`config.mk`:
```
export PLATFORM = sky130hd
export DESIGN_NAME = gesture_hold_auto_repeat_flat
export DESIGN_NICKNAME = d
export VERILOG_FILES = /design/src/rtl/ghar_pkg.sv /design/src/rtl/ghar_sample_if.sv /design/src/rtl/ghar_result_if.sv /design/src/rtl/ghar_debounce.sv /design/src/rtl/gesture_hold_auto_repeat.sv /design/src/flat_wrapper.sv
export SDC_FILE = /design/constraint.sdc
export NUM_CORES = 1
export LEC_CHECK = 0
export BUFFER_PORTS_ARGS = -buffer_cell sky130_fd_sc_hd__buf_2
export CAP_MARGIN = 20
export CORE_AREA = 3 3 240 183
export CTS_CLUSTER_DIAMETER = 100
export DETAILED_ROUTE_END_ITERATION = 12
export DIE_AREA = 0 0 243 186
export PLACE_DENSITY = 0.58
export SYNTH_ARGS = -nofsm -noshare
export SYNTH_HDL_FRONTEND = slang
export SYNTH_SLANG_ARGS = --single-unit
```
`constraint.sdc`:
```
create_clock -name clk -period 6.6 [get_ports clk]
set_input_delay 0.99 -clock clk [delete_from_list [all_inputs] [get_ports clk]]
set_output_delay 0.99 -clock clk [all_outputs]
set_load 0.1 [all_outputs]
```
`src/rtl/ghar_pkg.sv`:
```
// Shared types and constants for the gesture hold auto-repeat block.
// No dependencies; the RTL files take names from here by scope, the testbench imports them.
package ghar_pkg;

    localparam int TIME_BITS = 32;
    localparam int CFG_IDX_W = 3;
    localparam int CFG_DATA_W = 16;
    localparam int COUNT_W = 8;

    typedef logic [TIME_BITS-1:0] time_t;
    typedef logic [COUNT_W-1:0] count_t;

    // Sample kind codes
    localparam logic FUNC_GESTURE = 1'b0;
    localparam logic FUNC_BUTTON = 1'b1;

    // Gesture code meaning no motion
    localparam logic [1:0] GESTURE_NONE = 2'd0;

    // Configuration register indexes
    localparam logic [CFG_IDX_W-1:0] CFG_GAP_TIME = 3'd0;
    localparam logic [CFG_IDX_W-1:0] CFG_ARM_TIME = 3'd1;
    localparam logic [CFG_IDX_W-1:0] CFG_REPEAT_INTERVAL = 3'd2;
    localparam logic [CFG_IDX_W-1:0] CFG_COUNT_LIMIT = 3'd3;
    localparam logic [CFG_IDX_W-1:0] CFG_DEBOUNCE_TIME = 3'd4;

    // Register values after reset
    localparam logic [15:0] GAP_TIME_RST = 16'd300;
    localparam logic [15:0] ARM_TIME_RST = 16'd500;
    localparam logic [15:0] REPEAT_INTERVAL_RST = 16'd1000;
    localparam logic [7:0] COUNT_LIMIT_RST = 8'd10;
    localparam logic [15:0] DEBOUNCE_TIME_RST = 16'd30;

    typedef struct packed {
        logic        func;
        logic [31:0] now_ms;
        logic [1:0]  gesture_code;
        logic        button_level;
    } sample_t;

    typedef struct packed {
        logic        add_event;
        logic        flush_event;
        logic [7:0]  count_now;
        logic [7:0]  flushed_count;
    } result_t;

endpackage

```
`src/rtl/ghar_sample_if.sv`:
```
// Valid/ready channel that carries one input sample per transfer.
// Depends on ghar_pkg for the payload type.
interface ghar_sample_if;
    logic               valid;
    logic               ready;
    ghar_pkg::sample_t  data;

    modport source (output valid, output data, input ready);
    modport sink (input valid, input data, output ready);
endinterface

```
`src/rtl/ghar_result_if.sv`:
```
// Valid/ready channel that carries one result item per transfer.
// Depends on ghar_pkg for the payload type.
interface ghar_result_if;
    logic               valid;
    logic               ready;
    ghar_pkg::result_t  data;

    modport source (output valid, output data, input ready);
    modport sink (input valid, input data, output ready);
endinterface

```
`src/rtl/ghar_debounce.sv`:
```
// Button debouncer: tracks raw level changes and reports a debounced press edge.
// Depends on ghar_pkg for the time type.
module ghar_debounce (
    input  logic              clk,
    input  logic              rst_n,
    input  logic              sample_en,
    input  logic              level,
    input  ghar_pkg::time_t   now,
    input  logic [15:0]       debounce_time,
    output logic              press
);

    logic            prev_raw_reg;
    logic            prev_raw_next;
    logic            stable_reg;
    logic            stable_next;
    ghar_pkg::time_t change_time_reg;
    ghar_pkg::time_t change_time_next;
    ghar_pkg::time_t since_change;
    logic            settled;

    assign since_change = now - change_time_reg;
    assign settled = since_change >= ghar_pkg::TIME_BITS'(debounce_time);

    always_comb
    begin
        prev_raw_next = prev_raw_reg;
        stable_next = stable_reg;
        change_time_next = change_time_reg;
        press = 1'b0;
        if (sample_en)
        begin
            if (level != prev_raw_reg)
            begin
                // restart the stability window
                prev_raw_next = level;
                change_time_next = now;
            end
            else if (level != stable_reg && settled)
            begin
                stable_next = level;
                press = level;
            end
        end
    end

    always_ff @(posedge clk or negedge rst_n)
    begin
        if (!rst_n)
        begin
            prev_raw_reg <= 1'b0;
            stable_reg <= 1'b0;
            change_time_reg <= '0;
        end
        else
        begin
            prev_raw_reg <= prev_raw_next;
            stable_reg <= stable_next;
            change_time_reg <= change_time_next;
        end
    end

endmodule

```
`src/rtl/gesture_hold_auto_repeat.sv`:
```
// Top level of the gesture hold auto-repeat counter with a debounced flush button.
// Depends on ghar_pkg, ghar_sample_if, ghar_result_if and ghar_debounce.

// One sample is taken per transfer on the sample channel and answered by exactly
// one result on the result channel. The whole update (hold, arming, repeat timing,
// saturating count, debounce and flush) is evaluated in the cycle of the transfer
// and lands in the result register on the same edge. A new sample can be taken
// every cycle: the sample side stalls only while a result is held and the result
// side is not taking it. Times are compared as wrapping differences over a 32-bit
// millisecond stamp. A gesture must persist for arm_time before its first add,
// which comes at once; further adds follow every repeat_interval. Idle samples
// keep the hold until the idle stretch reaches gap_time. A debounced button press
// clears the count and reports the old value. The user must write configuration
// registers through cfg_we/cfg_index/cfg_data only while the block is idle; the
// block itself does not enforce this, and writes to unused indexes are dropped.
module gesture_hold_auto_repeat (
    input  logic                                  clk,
    input  logic                                  rst_n,
    ghar_sample_if.sink                           sample,
    ghar_result_if.source                         result,
    input  logic                                  cfg_we,
    input  logic [ghar_pkg::CFG_IDX_W-1:0]        cfg_index,
    input  logic [ghar_pkg::CFG_DATA_W-1:0]       cfg_data
);

    // Configuration registers
    logic [15:0]       gap_time_reg;
    logic [15:0]       arm_time_reg;
    logic [15:0]       repeat_interval_reg;
    logic [7:0]        count_limit_reg;
    logic [15:0]       debounce_time_reg;

    // Gesture tracking state
    ghar_pkg::time_t   idle_start_reg;
    ghar_pkg::time_t   idle_start_next;
    logic              armed_reg;
    logic              armed_next;
    logic [1:0]        held_gesture_reg;
    logic [1:0]        held_gesture_next;
    ghar_pkg::time_t   hold_start_reg;
    ghar_pkg::time_t   hold_start_next;
    ghar_pkg::time_t   last_add_reg;
    ghar_pkg::time_t   last_add_next;
    ghar_pkg::count_t  count_reg;
    ghar_pkg::count_t  count_next;

    // Result register
    logic              out_valid_reg;
    ghar_pkg::result_t out_data_reg;
    ghar_pkg::result_t out_data_next;

    logic              take;
    logic              is_gesture;
    logic              is_button;
    ghar_pkg::time_t   now;
    logic              gesture_change;
    ghar_pkg::time_t   hold_base;
    logic              armed_base;
    ghar_pkg::time_t   idle_base;
    logic              arm_now;
    logic              repeat_due;
    logic              add_fire;
    logic              press;

    // Hold a finished result while the sink stalls, but let a new sample in
    // on the same edge that the held result transfers.
    assign sample.ready = !out_valid_reg || result.ready;
    assign take = sample.valid && sample.ready;
    assign is_gesture = take && (sample.data.func == ghar_pkg::FUNC_GESTURE);
    assign is_button = take && (sample.data.func == ghar_pkg::FUNC_BUTTON);
    assign now = ghar_pkg::time_t'(sample.data.now_ms);

    ghar_debounce u_debounce (
        .clk           (clk),
        .rst_n         (rst_n),
        .sample_en     (is_button),
        .level         (sample.data.button_level),
        .now           (now),
        .debounce_time (debounce_time_reg),
        .press         (press)
    );

    // A different gesture restarts the hold from this sample and drops arming.
    assign gesture_change = sample.data.gesture_code != held_gesture_reg;
    assign hold_base = gesture_change ? now : hold_start_reg;
    assign armed_base = gesture_change ? 1'b0 : armed_reg;

    // Zero marks "not idle", so an idle stretch that opens at time zero starts at one.
    always_comb
    begin
        if (idle_start_reg != '0)
            idle_base = idle_start_reg;
        else if (now != '0)
            idle_base = now;
        else
            idle_base = ghar_pkg::time_t'(1);
    end

    // The arming sample fires an add itself, so the first add is immediate.
    assign arm_now = !armed_base
        && ((now - hold_base) >= ghar_pkg::TIME_BITS'(arm_time_reg));
    assign repeat_due = (now - last_add_reg) >= ghar_pkg::TIME_BITS'(repeat_interval_reg);
    assign add_fire = arm_now || (armed_base && repeat_due);

    always_comb
    begin
        idle_start_next = idle_start_reg;
        armed_next = armed_reg;
        held_gesture_next = held_gesture_reg;
        hold_start_next = hold_start_reg;
        last_add_next = last_add_reg;
        count_next = count_reg;
        out_data_next = '0;

        if (is_gesture)
        begin
            if (sample.data.gesture_code == ghar_pkg::GESTURE_NONE)
            begin
                idle_start_next = idle_base;
                if ((now - idle_base) >= ghar_pkg::TIME_BITS'(gap_time_reg))
                begin
                    // idle too long: drop the hold
                    armed_next = 1'b0;
                    held_gesture_next = ghar_pkg::GESTURE_NONE;
                end
            end
            else
            begin
                idle_start_next = '0;
                held_gesture_next = sample.data.gesture_code;
                hold_start_next = hold_base;
                armed_next = armed_base || arm_now;
                if (add_fire)
                begin
                    last_add_next = now;
                    if (count_reg < count_limit_reg)
                        count_next = count_reg + 8'd1;
                end
                out_data_next.add_event = add_fire;
            end
        end
        else if (is_button && press)
        begin
            // flush: report the old count, restart from zero
            count_next = '0;
            out_data_next.flush_event = 1'b1;
            out_data_next.flushed_count = count_reg;
        end
        out_data_next.count_now = count_next;
    end

    always_ff @(posedge clk or negedge rst_n)
    begin
        if (!rst_n)
        begin
            gap_time_reg <= ghar_pkg::GAP_TIME_RST;
            arm_time_reg <= ghar_pkg::ARM_TIME_RST;
            repeat_interval_reg <= ghar_pkg::REPEAT_INTERVAL_RST;
            count_limit_reg <= ghar_pkg::COUNT_LIMIT_RST;
            debounce_time_reg <= ghar_pkg::DEBOUNCE_TIME_RST;
        end
        else if (cfg_we)
        begin
            unique case (cfg_index)
                ghar_pkg::CFG_GAP_TIME:        gap_time_reg <= cfg_data;
                ghar_pkg::CFG_ARM_TIME:        arm_time_reg <= cfg_data;
                ghar_pkg::CFG_REPEAT_INTERVAL: repeat_interval_reg <= cfg_data;
                ghar_pkg::CFG_COUNT_LIMIT:     count_limit_reg <= cfg_data[7:0];
                ghar_pkg::CFG_DEBOUNCE_TIME:   debounce_time_reg <= cfg_data;
                default: ;
            endcase
        end
    end

    always_ff @(posedge clk or negedge rst_n)
    begin
        if (!rst_n)
        begin
            idle_start_reg <= '0;
            armed_reg <= 1'b0;
            held_gesture_reg <= ghar_pkg::GESTURE_NONE;
            hold_start_reg <= '0;
            last_add_reg <= '0;
            count_reg <= '0;
            out_valid_reg <= 1'b0;
        end
        else
        begin
            idle_start_reg <= idle_start_next;
            armed_reg <= armed_next;
            held_gesture_reg <= held_gesture_next;
            hold_start_reg <= hold_start_next;
            last_add_reg <= last_add_next;
            count_reg <= count_next;
            if (take)
                out_valid_reg <= 1'b1;
            else if (result.ready)
                out_valid_reg <= 1'b0;
        end
    end

    always_ff @(posedge clk)
    begin
        if (take)
            out_data_reg <= out_data_next;
    end

    assign result.valid = out_valid_reg;
    assign result.data = out_data_reg;

    // A flush always leaves the count at zero.
    a_flush_clears: assert property (@(posedge clk) disable iff (!rst_n)
        (out_valid_reg && out_data_reg.flush_event) |-> (out_data_reg.count_now == 8'd0))
        else $error("flush result with nonzero count");

    // A sample never both adds and flushes; no flush means no reported count.
    a_flush_exclusive: assert property (@(posedge clk) disable iff (!rst_n)
        out_valid_reg |-> (!(out_data_reg.add_event && out_data_reg.flush_event)
            && (out_data_reg.flush_event || out_data_reg.flushed_count == 8'd0)))
        else $error("inconsistent add/flush result");

    // A button sample never produces an add.
    a_button_no_add: assert property (@(posedge clk) disable iff (!rst_n)
        is_button |=> (out_valid_reg && !out_data_reg.add_event))
        else $error("button sample produced an add");

    // The count register moves only on a transfer.
    a_count_stable: assert property (@(posedge clk) disable iff (!rst_n)
        !take |=> $stable(count_reg))
        else $error("count changed without a sample");

endmodule

```
`src/flat_wrapper.sv`:
```
// flat-port wrapper written by rule: the top's interface ports become plain ports
module gesture_hold_auto_repeat_flat 
  (clk, rst_n, cfg_we, cfg_index, cfg_data, sample_valid, sample_data, sample_ready, result_valid, result_data, result_ready);
  ghar_sample_if sample_i ();
  ghar_result_if result_i ();
  input  logic clk;
  input  logic rst_n;
  input  logic cfg_we;
  input  logic [ghar_pkg::CFG_IDX_W-1:0] cfg_index;
  input  logic [ghar_pkg::CFG_DATA_W-1:0] cfg_data;
  input wire logic [$bits(sample_i.valid)-1:0] sample_valid;
  input wire logic [$bits(sample_i.data)-1:0] sample_data;
  output wire logic [$bits(sample_i.ready)-1:0] sample_ready;
  output wire logic [$bits(result_i.valid)-1:0] result_valid;
  output wire logic [$bits(result_i.data)-1:0] result_data;
  input wire logic [$bits(result_i.ready)-1:0] result_ready;
  assign sample_i.valid = sample_valid;
  assign sample_i.data = sample_data;
  assign sample_ready = sample_i.ready;
  assign result_valid = result_i.valid;
  assign result_data = result_i.data;
  assign result_i.ready = result_ready;
  gesture_hold_auto_repeat u_core (.clk(clk), .rst_n(rst_n), .sample(sample_i), .result(result_i), .cfg_we(cfg_we), .cfg_index(cfg_index), .cfg_data(cfg_data));
endmodule
```
---- Word level (Yosys, flattened, before mapping) ----
Cells that the tools add are included.
storage, ports and cells
  register bits ........................... 232
  bits in latches ......................... 0
  bits in writable memories ............... 0
  bits in read-only memories .............. 0
  bits of input ports ..................... 60
  logic and storage cells ................. 91
  memories ................................ 0
operators by class
  $add $sub $neg .......................... 5
  $mul .................................... 0
  div/mod/pow operators ................... 0
  $lt $le $gt $ge ......................... 5
  eq/ne operators ......................... 8
  shift-type cells ........................ 0
  mux-type cells .......................... 20
  bitwise operators ....................... 5
  reductions and logical operators ........ 29
operator list
  operator             count
  $ge 32x16->1         4
  $mux 32              4
  $sub 32x32->32       4
  $reduce_bool 32->1   2
  $mux 8               5
  $reduce_and 2->1     8
  $mux 1               9
  $add 8x1->8 const B  1
  $lt 8x8->1           1
  $logic_and 1x1->1    7
  $eq 3x2->1 const B   2
  $reduce_and 3->1     2
  $not 1->1            5
  $mux 2               2
  $reduce_or 2->1      2
  $eq 3x1->1 const B   1
  $eq 3x3->1 const B   1
  $logic_not 3->1      1
  $logic_or 1x1->1     3
  $logic_not 1->1      2
  $logic_not 2->1      1
  $ne 1x1->1           2
  $ne 2x2->1           1
  $ne 2x2->1 const B   1
  $reduce_bool 2->1    1

---- Logic depth before layout (Yosys ltp) ----
Gate-level depths: netlist (run 1).
  depth after elaboration ................. 9
  mapped depth ............................ 27
  depth with buffers taken out ............ 26

---- Hierarchy ----
From an unflattened synthesis (run 1), not the netlist that was laid out.
second synthesis, totals
  cells, all modules ...................... 2024
  area total of the unflattened synthesis .. 18178.7 sq um
modules (own cells, without submodules)
  module                    instances  cells an instance  area an instance (sq um)  seq. area each (sq um)
  gesture_hold_auto_repeat  1          1603               14570.2                   5072.4
  ghar_debounce             1          421                3608.5                    850.8

---- Worst setup path before layout (run 1) ----
OpenSTA, ideal clock, no wires.
  path kind ............................... input port to flip-flop
  from .................................... input sample_data[34]
  to ...................................... register u_core.held_gesture_reg[0]
  library setup time ...................... 0.125 ns
  arrival time ............................ 6.592 ns
  data required time ...................... 6.475 ns
  setup slack ............................. -0.117 ns
  stages .................................. 22
  buffers on the path ..................... 2
  cells stage by stage .................... clkbuf_1 nor4_1 and4_1 a211oi_1 clkbuf_1 a21oi_1 fa_1 a211oi_1 o21ai_0 a2111oi_1 o31ai_1 xor2_1 ha_1 and4_1 a2111oi_0 nand4_1 or4_1 a2111oi_0 nand4_1 nor4_1 a21oi_1 mux2_2
on the way
  cells in the longest elaborated chain, start to end .. 7
ends and longest elaborated chain
  what                                 RTL line                         text
  start: declaration                   flat_wrapper.sv:12               input wire logic [$bits(sample_i.data)-1:0] sample_data;
  $reduce_bool 32->1                   gesture_hold_auto_repeat.sv:93   else if (now != '0)
  $mux 32                              gesture_hold_auto_repeat.sv:93
  $mux 32                              gesture_hold_auto_repeat.sv:91   if (idle_start_reg != '0)
  $sub 32x32->32 *                     gesture_hold_auto_repeat.sv:120  if ((now - idle_base) >= ghar_pkg::TIME_BITS'(gap_time_reg))
  $ge 32x16->1 *                       gesture_hold_auto_repeat.sv:120
  $ne 2x2->1 (no source line) *        --
  $reduce_and 2->1 (no source line) *  --
  end signal: assignment               gesture_hold_auto_repeat.sv:181  held_gesture_reg <= ghar_pkg::GESTURE_NONE;
  end signal: assignment               gesture_hold_auto_repeat.sv:191  held_gesture_reg <= held_gesture_next;
  end: declaration                     gesture_hold_auto_repeat.sv:38   logic [1:0] held_gesture_reg;
Mark *: on every way between the ends. The rest lies on a longest branch, timed or not.
A chain may end at the register's enable or synchronous reset.

---- Final worst setup path (run 1) ----
  from .................................... input sample_data[18]
  to ...................................... register u_core.held_gesture_reg[0]
Same word-level chain as after synthesis.

==> results of run 1 <==
-- layout by cell type, fill, tap and decap left out, types with 16 or more instances in the layout --
| cell | n |
|---|---|
| sky130_fd_sc_hd__nand2_1 | 240 |
| sky130_fd_sc_hd__o21ai_0 | 200 |
| sky130_fd_sc_hd__ha_1 | 196 |
| sky130_fd_sc_hd__dfrtp_1 | 192 |
| sky130_fd_sc_hd__a21oi_1 | 178 |
| sky130_fd_sc_hd__inv_1 | 173 |
| sky130_fd_sc_hd__buf_4 | 142 |
| sky130_fd_sc_hd__nor2_1 | 116 |
| sky130_fd_sc_hd__buf_2 | 76 |
| sky130_fd_sc_hd__mux2_2 | 67 |
| sky130_fd_sc_hd__a21o_1 | 63 |
| sky130_fd_sc_hd__mux2i_1 | 50 |
| sky130_fd_sc_hd__nand3_1 | 50 |
| sky130_fd_sc_hd__nand4_1 | 45 |
| sky130_fd_sc_hd__xnor2_1 | 40 |
| sky130_fd_sc_hd__o21a_1 | 36 |
| sky130_fd_sc_hd__nor3_1 | 32 |
| sky130_fd_sc_hd__xor2_1 | 28 |
| sky130_fd_sc_hd__a211oi_1 | 28 |
| sky130_fd_sc_hd__clkbuf_16 | 27 |
| sky130_fd_sc_hd__nor4_1 | 23 |
| sky130_fd_sc_hd__nand2b_1 | 22 |
| sky130_fd_sc_hd__dfstp_2 | 22 |
| sky130_fd_sc_hd__and2_1 | 21 |
| sky130_fd_sc_hd__o211ai_1 | 20 |
| sky130_fd_sc_hd__edfxtp_1 | 18 |
| sky130_fd_sc_hd__o21ai_1 | 16 |
-- worst paths after layout --
check | from | endpoint | slack [ns] | cells after the start
setup / recovery | sample_data[18] | u_core.held_gesture_reg[0]$_DFFE_PN0P_ | 0.25 | 26
hold / removal | rst_n | u_core.u_debounce.change_time_reg[7]$_DFFE_PN0P_ | 0.31 | 1
setup reg to reg | u_core.idle_start_reg[17]$_DFFE_PN0P_ | u_core.held_gesture_reg[0]$_DFFE_PN0P_ | 0.34 | 24
hold reg to reg | u_core.u_debounce.change_time_reg[16]$_DFFE_PN0P_ | u_core.u_debounce.change_time_reg[16]$_DFFE_PN0P_ | 0.51 | 1
max in group asynchronous | rst_n | u_core.idle_start_reg[22]$_DFFE_PN0P_ | 4.99 | 2
min in group clk | u_core.u_debounce.change_time_reg[16]$_DFFE_PN0P_ | u_core.u_debounce.change_time_reg[16]$_DFFE_PN0P_ | 0.51 | 1
-- metal layers --
metal | up-vias | GRT usage, % | wire, um
li1 | 8369 | - | -
met1 | 8311 | 40.5 | 30600
met2 | 544 | 40.5 | 25600
met3 | 84 | 5.30 | 4530
met4 | 0 | 6.71 | 1550
met5 | - | 0 | 0
-- worst max-delay path, delay by kind of cell --
family                   cells  cell delay (ns)
AO/OA/AOI/OAI                9             2.01
AND/OR/NAND/NOR              7             1.65
buffers and inverters        6             0.95
adder cells (fa/ha/maj)      2             0.72
multiplexers                 1             0.29
XOR/XNOR                     1             0.17
-- repair_timing --
| item | 4_1_cts | 5_1_grt |
|---|---|---|
| cloned | 0 | 1 |
| setup endpoints to repair | 3 | 3 |
| buffers inserted | 0 | 5 |
| pin swaps | 0 | 5 |
| resized for setup | 8 | 19 |
-- through the flow --
step	TNS [ns]	hold WS (ns)	instances
floorplan	0	0.454	2211
global placement	-2.11	0.468	2909
detailed placement	-2.66	0.478	2909
CTS	0	0.305	2957
global route	-0.0459	0.322	2964
finish	0	0.305	2964
-- layout make-up --
| cell class | count | area (um2) |
|---|---|---|
| fill | 4003 | 20000 |
| clock inverter | 13 | 185 |
| sequential | 232 | 5920 |
| multi-input combinational | 1713 | 12000 |
| inverter | 174 | 653 |
| tap | 569 | 712 |
| timing repair buffer | 228 | 1620 |
| clock buffer | 35 | 714 |
-- kinds of logic after synthesis --
family	after synthesis
flip-flops	232
XOR/XNOR	68
adder cells (fa/ha/maj)	200
AND/OR/NAND/NOR	637
multiplexers	119
buffers and inverters	266
AO/OA/AOI/OAI	689
-- power groups by stage --
| stage | clock [mW] | sequential, mW | combinational [mW] |
|---|---|---|---|
| floorplan | 0 | 2.02 | 4.77 |
| global placement | 0 | 1.98 | 7.02 |
| detailed placement | 0 | 1.99 | 7.07 |
| CTS | 1.59 | 1.97 | 7.18 |
| global route | 1.65 | 2.02 | 8.41 |
| finish | 1.55 | 1.98 | 7.55 |
==> impl_results.md, run 1 <==
* Startpoint kind of the worst setup timing path: primary input
* Total number of placement rows at 65
* Data arrival time of the worst path at 6.79 ns
* Post-Place Cell Area at 0.0206 mm2
* Clock slew seen by the registers of the worst setup and hold paths at 0.06 ns
* Pins over their slew limit at 0
* Vias per cell at 5.84
* Total global routing track utilization at 27.2%
* Number of global-route vias before repair at 16500
* Least setup slack across all paths after layout at 0.248 ns
* Total of flip-flops plus latches after synthesis at 232
* Hold crit path type: primary input to asynchronous set/reset pin
* Netlist area before placement at 0.0188 mm2
* Run status: finished clean
* Post-Syn Instances at 2211
* Worst-Skew Late Latency at 0.57 ns
* Pwr Density at 509 mW/mm2
* Maximum clock rate at 0.157 GHz
* Proportion of power drawn by flip-flops and latches at 17.8%
* Largest cells by area after synthesis: sky130_fd_sc_hd__dfrtp_1 26%, sky130_fd_sc_hd__ha_1 13%, sky130_fd_sc_hd__o21ai_0 5.4%, sky130_fd_sc_hd__nand2_1 4.8%, sky130_fd_sc_hd__a21oi_1 4.8%
* Part of the total power dissipated in the clock network at 14.0%
* Number of failing setup endpoints in the final timing report at 0
* Number of flops mapped to enable cells by yosys at 18
* Share of synthesized flip-flops with an asynchronous set or reset at 92.2%
* Clock tree sinks at 232
* Synthesized-area fraction occupied by ao, oa, aoi and oai cells at 23.0%
* Critical path fanouts, max at 9
* Total vias in the final route at 17300
* Kind of end point of the critical path: flip-flop
* Main combinational cell family by area after synthesis: compound AO/OA/AOI/OAI gates
* Synthesized netlist net count at 2471
* Fraction of power consumed by combinational cells at 68.1%
* Cell internal pwr at 6.06 mW
* GRT overflow at 0
* Synth Area in Simple Gates at 16.4%
* Io pins at 80
* Clock Tree Buf Depth at 3
* Final GP Congestion at 0.943
* Die height at 186 um
* Area added between synthesis and finish at 15.9%
* Wirelength, routed at 62.2 mm
* Clock tree root driver cell: sky130_fd_sc_hd__clkbuf_16
* Hold Violations, Final at 0
* Chip width at 243 um
* Layout Skew at 0.0194 ns
* Share of final-layout standard cells stronger than drive strength 1 at 17.0%
* Switching pwr at 5.02 mW
* Most frequent cell on the critical path: sky130_fd_sc_hd__buf_4
* Most frequent cells after synthesis: 241 x sky130_fd_sc_hd__nand2_1, 201 x sky130_fd_sc_hd__o21ai_0, 196 x sky130_fd_sc_hd__ha_1, 192 x sky130_fd_sc_hd__dfrtp_1, 180 x sky130_fd_sc_hd__a21oi_1
* Clock tree from TritonCTS: yes
* TritonCTS Buffers at 26
* Placeable Area at 0.0418 mm2
* Largest net degree at the start of global routing at 169
* Area of all placed cells without fillers at 0.0218 mm2
* Proportion of total power due to net switching at 45.3%
* Final Cycle Share at 96.2%
* Count of input and output buffers at 79
* Share of synthesized area occupied by flip-flops and latches at 31.6%
* Post-Place Worst Slack at -0.811 ns
* Number of violations of the max-capacitance limit at 0
* Final Critical Period at 6.35 ns
* DRC violation total after the first TritonRoute iteration at 1529
* Relative slew slack at 32.6%
* Total number of yosys warnings at 0
* Power consumption at 11.1 mW
* Initial core utilization at 44.9%
* H-Tree Level Count at 1
* Die ar. at 0.0452 mm2
* Syn_area_per_cell at 8.49 um2
* Antenna Violating Nets Remaining at 0
* Critical path start-end classification: primary input to flip-flop
* Final Util at 52.0%
* Critical path required time at 7.04 ns
* Top cell type by total area after synthesis: sky130_fd_sc_hd__dfrtp_1
* Slew at the pin closest to its max-slew limit at 1.01 ns
* Detailed-route wire length per cell at 21.0 um
* Length of the first detailed-routing pass in iterations at 5
* Dominant cell by count in the synthesized netlist: sky130_fd_sc_hd__nand2_1
* Critical-path top delay cell: sky130_fd_sc_hd__or4_4
* Static leakage power at 9.94 nW
* Top flip-flop cell by instance count after synthesis: sky130_fd_sc_hd__dfrtp_1
* DR DRC count at 0
* Post-synthesis xor/xnor area fraction at 3.17%
* Portion of netlist area occupied by mux cells at 6.85%
* Antenna violations before repair at 0
* DP HPWL at 48.6 mm
* Global-route wire length before repair at 96.0 mm
* N_diodes at 0
* Stage delay of the slowest cell on the critical path at 0.54 ns
* Worst IR drop on VDD at 0.315 mV
* Hold-fix buffers at CTS at 0
* Proportion of netlist area held by the largest area contributor at 25.6%
* Post-synthesis share of cell area spent on full adders, half adders and majority gates at 13.5%
* Number of distinct library cells after synthesis at 88
* Final #Nets at 2635
No activity file was read; power rests on OpenSTA's default activity.
==> run 2: changes to the inputs <==
ABC_AREA = 1   (was default)
CORE_AREA = 3 3 238 182   (was 3 3 240 183)
DIE_AREA = 0 0 241 185   (was 0 0 243 186)
PLACE_DENSITY = 0.63   (was 0.58)
==> run 2 against run 1 <==
Critical path depth increased by 2. Sequential cell count is the same. Clock power up 5%. Critical path type unchanged. Largest cell class unchanged. Largest power group unchanged.
==> impl_results.md, run 2 <==
* Run status: finished clean
* Post-synthesis share of cell area spent on full adders, half adders and majority gates at 12.3% (-1.2 points)
* Commonest non-fill, non-tap cell in the layout: sky130_fd_sc_hd__nand2_1
* Number of instances resized during post-cts repair at 0 (-8)
* Stage delay of the slowest cell on the critical path at 0.93 ns (+0.39 ns)
* Static leakage power at 12.4 nW (+25%)
* Total number of placement rows at 64 (-1.5%)
* Portion of netlist area occupied by mux cells at 0% (-6.8 points)
* Area of all placed cells without fillers at 0.0225 mm2 (+3.5%)
* GRT overflow at 0 (unchanged)
* Netlist area before placement at 0.0205 mm2 (+9.3%)
* Data arrival time of the worst path at 6.21 ns (-0.58 ns)
* Die height at 185 um (-0.54%)
* Clock tree root driver cell: sky130_fd_sc_hd__clkbuf_16
* Area added between synthesis and finish at 9.75%
* Largest net degree at the start of global routing at 115 (-32%)
* Placeable Area at 0.0408 mm2 (-2.3%)
* Chip width at 241 um (-0.82%)
* Most frequent cells after synthesis: 1060 x sky130_fd_sc_hd__nand2_1, 584 x sky130_fd_sc_hd__inv_1, 230 x sky130_fd_sc_hd__nor2_1, 217 x sky130_fd_sc_hd__o21ai_0, 196 x sky130_fd_sc_hd__ha_1
* Proportion of power drawn by flip-flops and latches at 23.8% (+6.0 points)
* Antenna Violating Nets Remaining at 0 (unchanged)
* Number of global-route vias before repair at 19900 (+21%)
* Final Cycle Share at 86.3% (-9.9 points)
* Critical path start-end classification: primary input to flip-flop
* Top cell type by total area after synthesis: sky130_fd_sc_hd__dfrtp_1
* Io pins at 80 (unchanged)
* Proportion of total power due to net switching at 47.5% (+2.2 points)
* Post-Syn Instances at 3196 (+45%)
* Switching pwr at 3.80 mW (-24%)
* Total global routing track utilization at 32.5% (+5.3 points)
* Hold crit path type: flip-flop to flip-flop
* Post-Route Hold Slack at 0.484 ns (+0.179 ns)
* Final GP Congestion at 1.00 (+6.0%)
* Die ar. at 0.0446 mm2 (-1.4%)
* Hold-fix buffers at CTS at 0 (unchanged)
* Global-route wire length before repair at 111 mm (+16%)
* Syn_area_per_cell at 6.42 um2 (-24%)
* Length of the first detailed-routing pass in iterations at 8 (+3)
* TritonCTS Buffers at 26 (unchanged)
* Flop-to-flop setup slack at 1.04 ns (+0.70 ns)
* Worst setup path startpoint: sample_data[7]
* Synth Area in Simple Gates at 30.8% (+14 points)
* Main combinational cell family by area after synthesis: simple AND/OR/NAND/NOR gates
* Count of input and output buffers at 79 (unchanged)
* Total vias in the final route at 20900 (+21%)
* Critical path fanouts, max at 9 (unchanged)
* Clock slew seen by the registers of the worst setup and hold paths at 0.06 ns (about the same)
* Pwr Density at 355 mW/mm2 (-30%)
* Final #Nets at 3537 (+34%)
* Slew at the pin closest to its max-slew limit at 1.06 ns (+0.0495 ns)
* Critical path required time at 7.11 ns (+0.07 ns)
* Hold Violations, Final at 0 (unchanged)
* DRC violation total after the first TritonRoute iteration at 1975 (+29%)
* Beginning of the worst hold path: u_core.hold_start_reg[29]$_DFFE_PN0P_
* Startpoint kind of the worst setup timing path: primary input
* Setup TNS after final layout at 0 ns (unchanged)
* Post-Place Cell Area at 0.0216 mm2 (+4.5%)
* Power consumption at 8.00 mW (-28%)
* Maximum clock rate at 0.176 GHz (+11%)
* Total number of yosys warnings at 0 (unchanged)
* Relative slew slack at 28.6% (-3.9 points)
* DR DRC count at 0 (unchanged)
* Cell internal pwr at 4.20 mW (-31%)
* DP HPWL at 58.4 mm (+20%)
* Kind of end point of the critical path: flip-flop
* Proportion of netlist area held by the largest area contributor at 23.4% (-2.2 points)
* Post-synthesis xor/xnor area fraction at 2.94% (-0.23 points)
* Initial core utilization at 50.3% (+5.4 points)
* Clock tree sinks at 232 (unchanged)
* Clock Tree Buf Depth at 3 (unchanged)
* Final Critical Period at 5.70 ns (-0.655 ns)
* Part of the total power dissipated in the clock network at 20.4% (+6.4 points)
* Top flip-flop cell by instance count after synthesis: sky130_fd_sc_hd__dfrtp_1
* Post-Place Worst Slack at 0.539 ns (+1.35 ns)
* Vias per cell at 5.47 (-6.4%)
* Share of synthesized area occupied by flip-flops and latches at 28.9% (-2.7 points)
* Worst IR drop on VDD at 0.308 mV (-2.0%)
* Synthesized-area fraction occupied by ao, oa, aoi and oai cells at 13.1% (-9.9 points)
* Antenna violations before repair at 3 (+3)
* Number of distinct library cells after synthesis at 45 (-49%)
* Share of final-layout standard cells stronger than drive strength 1 at 6.46% (-10 points)
* Clock tree from TritonCTS: yes
* RSZ-0062 raised after global routing: no
* Number of failing setup endpoints in the final timing report at 0 (unchanged)
* Leading cell types in the layout, fill and taps excluded: 1059 x sky130_fd_sc_hd__nand2_1, 584 x sky130_fd_sc_hd__inv_1, 228 x sky130_fd_sc_hd__nor2_1
* Count of buffers added by post-CTS timing repair for setup at 0 (unchanged)
* Dominant cell by count in the synthesized netlist: sky130_fd_sc_hd__nand2_1
* Number of flops mapped to enable cells by yosys at 18 (unchanged)
* Number of violations of the max-capacitance limit at 0 (unchanged)
* Largest cells by area after synthesis: sky130_fd_sc_hd__dfrtp_1 23%, sky130_fd_sc_hd__nand2_1 19%, sky130_fd_sc_hd__ha_1 12%, sky130_fd_sc_hd__inv_1 11%, sky130_fd_sc_hd__o21ai_0 5.3%
* Fraction of power consumed by combinational cells at 55.8% (-12 points)
* Share of synthesized flip-flops with an asynchronous set or reset at 92.2% (unchanged)
* Launching point of the worst reg2reg path: u_core.idle_start_reg[31]$_DFFE_PN0P_
* Total of flip-flops plus latches after synthesis at 232 (unchanged)
* Wirelength, routed at 72.7 mm (+17%)
* Detailed-route wire length per cell at 19.0 um (-9.4%)
* Worst-Skew Late Latency at 0.57 ns (about the same)
* H-Tree Level Count at 1 (unchanged)
* Layout Skew at 0.0145 ns (-0.00492 ns)
* Critical-path top delay cell: sky130_fd_sc_hd__nor4_1
* Least setup slack across all paths after layout at 0.903 ns (+0.655 ns)
* Pins over their slew limit at 0 (unchanged)
* Synthesized netlist net count at 3456 (+40%)
==> run 2: final timing paths <==
kind | depth (start not counted) | endpoint
setup / recovery | 28 | u_core.held_gesture_reg[0]$_DFFE_PN0P_
hold / removal | 2 | u_core.hold_start_reg[29]$_DFFE_PN0P_
setup reg to reg | 25 | u_core.held_gesture_reg[0]$_DFFE_PN0P_
hold reg to reg | 2 | u_core.hold_start_reg[29]$_DFFE_PN0P_
max in group asynchronous | 2 | u_core.hold_start_reg[24]$_DFFE_PN0P_
min in group asynchronous | 1 | u_core.debounce_time_reg[10]$_DFFE_PN0P_
==> run 2: per-layer routing <==
metal | GRT usage, % | up-vias | share of wire, %
met1 | 45.6 | 9754 | 45
met5 | 0 | - | 0
li1 | - | 10300 | -
met2 | 52.3 | 758 | 44
met3 | 4.44 | 133 | 7.9
met4 | 10.1 | 0 | 3.5
==> run 2: kinds of logic (layout without fill, tap and decap cells) <==
group                      Yosys count  in the layout
DFF                                232            232
buffers and inverters              641            742
other                                0              2
and+or+nand+nor                   1554           1554
xor gates and xnor gates            69             69
AOI/OAI and AO/OA                  500            500
adders and majority gates          200            200
==> run 2: metrics by stage <==
step / cells / util, %
finish: 3827 / 55.2
global route: 3825 / 55.1
CTS: 3824 / 55.1
detailed placement: 3776 / 52.8
global placement: 3775 / 52.8
floorplan: 3196 / -
==> run 2: area by class of cell <==
type / instances / area, um2
timing repair buffer: 102 / 611
clock inverter: 15 / 210
multi-input combinational: 2323 / 12200
inverter: 592 / 2220
clock buffer: 33 / 728
fill: 4142 / 18300
tap: 528 / 661
antenna: 2 / 5.00
sequential: 232 / 5920
==> run 2: power by group through the flow <==
stage	logic [mW]	registers, mW	clock network, mW
global route	5.04	1.93	1.71
detailed placement	4.38	1.92	0
global placement	4.29	1.91	0
finish	4.46	1.90	1.63
CTS	4.41	1.90	1.65
floorplan	3.10	1.95	0
==> run 2: worst max-delay path: cells and delay by family <==
family / cells / cell delay, ns
and+or+nand+nor: 16 / 2.78
adders and majority gates: 3 / 0.91
AOI/OAI and AO/OA: 4 / 0.85
buffers and inverters: 4 / 0.45
xor gates and xnor gates: 1 / 0.22
==> run 3: changes to the inputs <==
ABC_CLOCK_PERIOD_IN_PS = 6020   (was default)
SLEW_MARGIN = 10   (was default)
clock period = 6.02 ns   (was 6.6 ns; I/O delays follow)
==> run 3 against run 2 <==
Register-to-register slack worse by 0.23 ns. Worst hold slack worse by 0.12 ns. Cell count is 0.68% higher. Clock-buffer cell count is 4 lower. Sequential share of layout area is 0.23 points lower. Clock skew is 0.0044 ns higher. Wire length is 3.5% lower. Global-route usage is 0.81 points lower. Sequential cell count stayed put. Non-clock buffer count is 26 higher. Critical path depth is 2 lower. Sequential power is 9% higher. Largest power group unchanged.
==> impl_results.md, run 3 (synthesis gave the netlist of run 2 again) <==
* DP HPWL at 57.5 mm (-1.4%)
* Count of input and output buffers at 79 (unchanged)
* Final Util at 55.6% (+0.48 points)
* Length of the first detailed-routing pass in iterations at 5 (-3)
* Number of global-route vias before repair at 19900 (+0.050%)
* Clock Tree Buf Depth at 3 (unchanged)
* Largest net degree at the start of global routing at 102 (-11%)
* Pwr Density at 383 mW/mm2 (+7.7%)
* H-Tree Level Count at 1 (unchanged)
* Number of violations of the max-capacitance limit at 0 (unchanged)
* Post-Place Cell Area at 0.0217 mm2 (+0.69%)
* Static leakage power at 12.5 nW (+1.0%)
* Global-route wire length before repair at 109 mm (-1.8%)
* Run status: finished clean
* Final #Nets at 3564 (+0.76%)
* Antenna Violating Nets Remaining at 0 (unchanged)
* Data arrival time of the worst path at 5.70 ns (-0.51 ns)
* Antenna violations before repair at 1 (-2)
* Startpoint kind of the worst setup timing path: flip-flop
* Power consumption at 8.69 mW (+8.7%)
* Count of buffers added by post-CTS timing repair for setup at 0 (unchanged)
* Maximum clock rate at 0.192 GHz
* TritonCTS Buffers at 27 (+3.8%)
* Clock tree sinks at 232 (unchanged)
* RSZ-0062 raised after global routing: no
* Initial core utilization at 50.3% (unchanged)
* Clock slew seen by the registers of the worst setup and hold paths at 0.06 ns (about the same)
* Critical path start-end classification: flip-flop to flip-flop
* Commonest non-fill, non-tap cell in the layout: sky130_fd_sc_hd__nand2_1
* Final GP Congestion at 0.996 (-0.38%)
* Critical path fanouts, max at 16 (+7)
* Chip width at 241 um (unchanged)
* Vias per cell at 5.40 (-1.3%)
* Total vias in the final route at 20800 (-0.58%)
* Worst-Skew Late Latency at 0.57 ns (about the same)
* Final Critical Period at 5.21 ns
* Area of all placed cells without fillers at 0.0227 mm2 (+0.87%)
* Slew at the pin closest to its max-slew limit at 1.03 ns (-0.0274 ns)
* Io pins at 80 (unchanged)
* Placeable Area at 0.0408 mm2 (unchanged)
* Relative slew slack at 30.9% (+2.3 points)
* Total number of placement rows at 64 (unchanged)
* Hold Violations, Final at 0 (unchanged)
* Final Cycle Share at 86.6%
* Share of final-layout standard cells stronger than drive strength 1 at 7.25% (+0.79 points)
* Kind of end point of the critical path: flip-flop
* Leading cell types in the layout, fill and taps excluded: 1059 x sky130_fd_sc_hd__nand2_1, 584 x sky130_fd_sc_hd__inv_1, 228 x sky130_fd_sc_hd__nor2_1
* Clock tree root driver cell: sky130_fd_sc_hd__clkbuf_16
* GRT overflow at 0 (unchanged)
* Number of instances resized during post-cts repair at 0 (unchanged)
* Setup TNS after final layout at 0 ns (unchanged)
* Worst IR drop on VDD at 0.217 mV (-30%)
* DR DRC count at 0 (unchanged)
* Critical path required time at 6.51 ns (-0.60 ns)
* Clock tree from TritonCTS: yes
* Die height at 185 um (unchanged)
* Hold-fix buffers at CTS at 0 (unchanged)
* N_diodes at 0 (-2)
* DRC violation total after the first TritonRoute iteration at 1656 (-16%)
* Flop-to-flop setup slack at 0.81 ns (-0.23 ns)
* Pins over their slew limit at 0 (unchanged)
* Hold crit path type: primary input to asynchronous set/reset pin
* Die ar. at 0.0446 mm2 (unchanged)
* Post-Route Hold Slack at 0.361 ns (-0.123 ns)
* Wirelength, routed at 70.2 mm (-3.5%)
* Area added between synthesis and finish at 10.7%
* Layout Skew at 0.0189 ns (+0.00445 ns)
* Total global routing track utilization at 31.7% (-0.81 points)
* Number of failing setup endpoints in the final timing report at 0 (unchanged)
* Detailed-route wire length per cell at 18.2 um (-4.1%)
-- run 3: cell count changes in the layout (fill, tap and decap cells not counted), moves of 2 or more --
cell	change
sky130_fd_sc_hd__buf_12	-2
sky130_fd_sc_hd__buf_4	+26
sky130_fd_sc_hd__clkbuf_1	-3
sky130_fd_sc_hd__clkinvlp_4	+2
sky130_fd_sc_hd__clkinv_1	+2
sky130_fd_sc_hd__diode_2	-2
-- run 3: cell type report --
cell class | count | area, um2
fill | 4105 | 18100
inverter | 592 | 2220
clock buffer | 29 | 703
clock inverter | 21 | 245
sequential | 232 | 5920
timing repair buffer | 128 | 808
multi-input combinational | 2323 | 12200
tap | 528 | 661
-- run 3: worst paths after layout --
kind                                                             from                                       to  depth (start not counted)
worst max-delay path            u_core.idle_start_reg[18]$_DFFE_PN0P_             u_core.armed_reg$_DFFE_PN0P_                         26
worst min-delay path                                            rst_n  u_core.debounce_time_reg[5]$_DFFE_PN0P_                          1
worst max register to register  u_core.idle_start_reg[18]$_DFFE_PN0P_             u_core.armed_reg$_DFFE_PN0P_                         26
worst min register to register  u_core.hold_start_reg[21]$_DFFE_PN0P_    u_core.hold_start_reg[21]$_DFFE_PN0P_                          2
max in group asynchronous                                       rst_n    u_core.hold_start_reg[18]$_DFFE_PN0P_                          2
min in group clk                u_core.hold_start_reg[21]$_DFFE_PN0P_    u_core.hold_start_reg[21]$_DFFE_PN0P_                          2
-- run 3: where the power goes --
part / switching [mW] / leakage [nW] / internal [mW] / total [mW]
clock network: 0.743 / 0.456 / 1.03 / 1.77
registers: 0.157 / 2.84 / 1.93 / 2.08
logic: 3.18 / 9.24 / 1.66 / 4.84
total: 4.08 / 12.5 / 4.61 / 8.69
-- run 3: stage by stage --
step / std cells / setup slack [ns]
2_1_floorplan: 3196 / 1.61
3_3_place_gp: 3800 / 0.610
3_5_place_dp: 3800 / 0.645
4_1_cts: 3850 / 0.781
5_1_grt: 3853 / 0.330
6_report: 3853 / 0.806
-- run 3: critical path: stages (launching register included) --
cell,delay [ns]
sky130_fd_sc_hd__dfrtp_1,0.40
sky130_fd_sc_hd__nor2_1,0.11
sky130_fd_sc_hd__nand3_1,0.13
sky130_fd_sc_hd__nor2_1,0.14
sky130_fd_sc_hd__nand2_1,0.14
sky130_fd_sc_hd__nand3b_1,0.36
sky130_fd_sc_hd__inv_1,0.49
sky130_fd_sc_hd__buf_4,0.34
sky130_fd_sc_hd__a21oi_1,0.14
sky130_fd_sc_hd__ha_1,0.37
sky130_fd_sc_hd__a21oi_1,0.20
sky130_fd_sc_hd__o21ai_0,0.15
sky130_fd_sc_hd__a21oi_1,0.14
sky130_fd_sc_hd__nand2_1,0.16
sky130_fd_sc_hd__xor2_1,0.18
sky130_fd_sc_hd__ha_1,0.29
sky130_fd_sc_hd__nand2_1,0.08
sky130_fd_sc_hd__nor2_1,0.05
sky130_fd_sc_hd__a211oi_1,0.16
sky130_fd_sc_hd__nand4_1,0.16
sky130_fd_sc_hd__nor2_1,0.13
sky130_fd_sc_hd__nand3_1,0.10
sky130_fd_sc_hd__nor2_1,0.11
sky130_fd_sc_hd__nand4_1,0.26
sky130_fd_sc_hd__nand2_1,0.21
sky130_fd_sc_hd__nand2_1,0.07
sky130_fd_sc_hd__nand2_1,0.06
-- run 3: routing by layer --
layer	routed length, um	vias to the layer above	track usage (%)
li1	-	10300	-
met1	31300	9764	43.0
met2	32200	603	53.5
met3	4550	103	4.08
met4	2110	0	8.53
met5	0	-	0
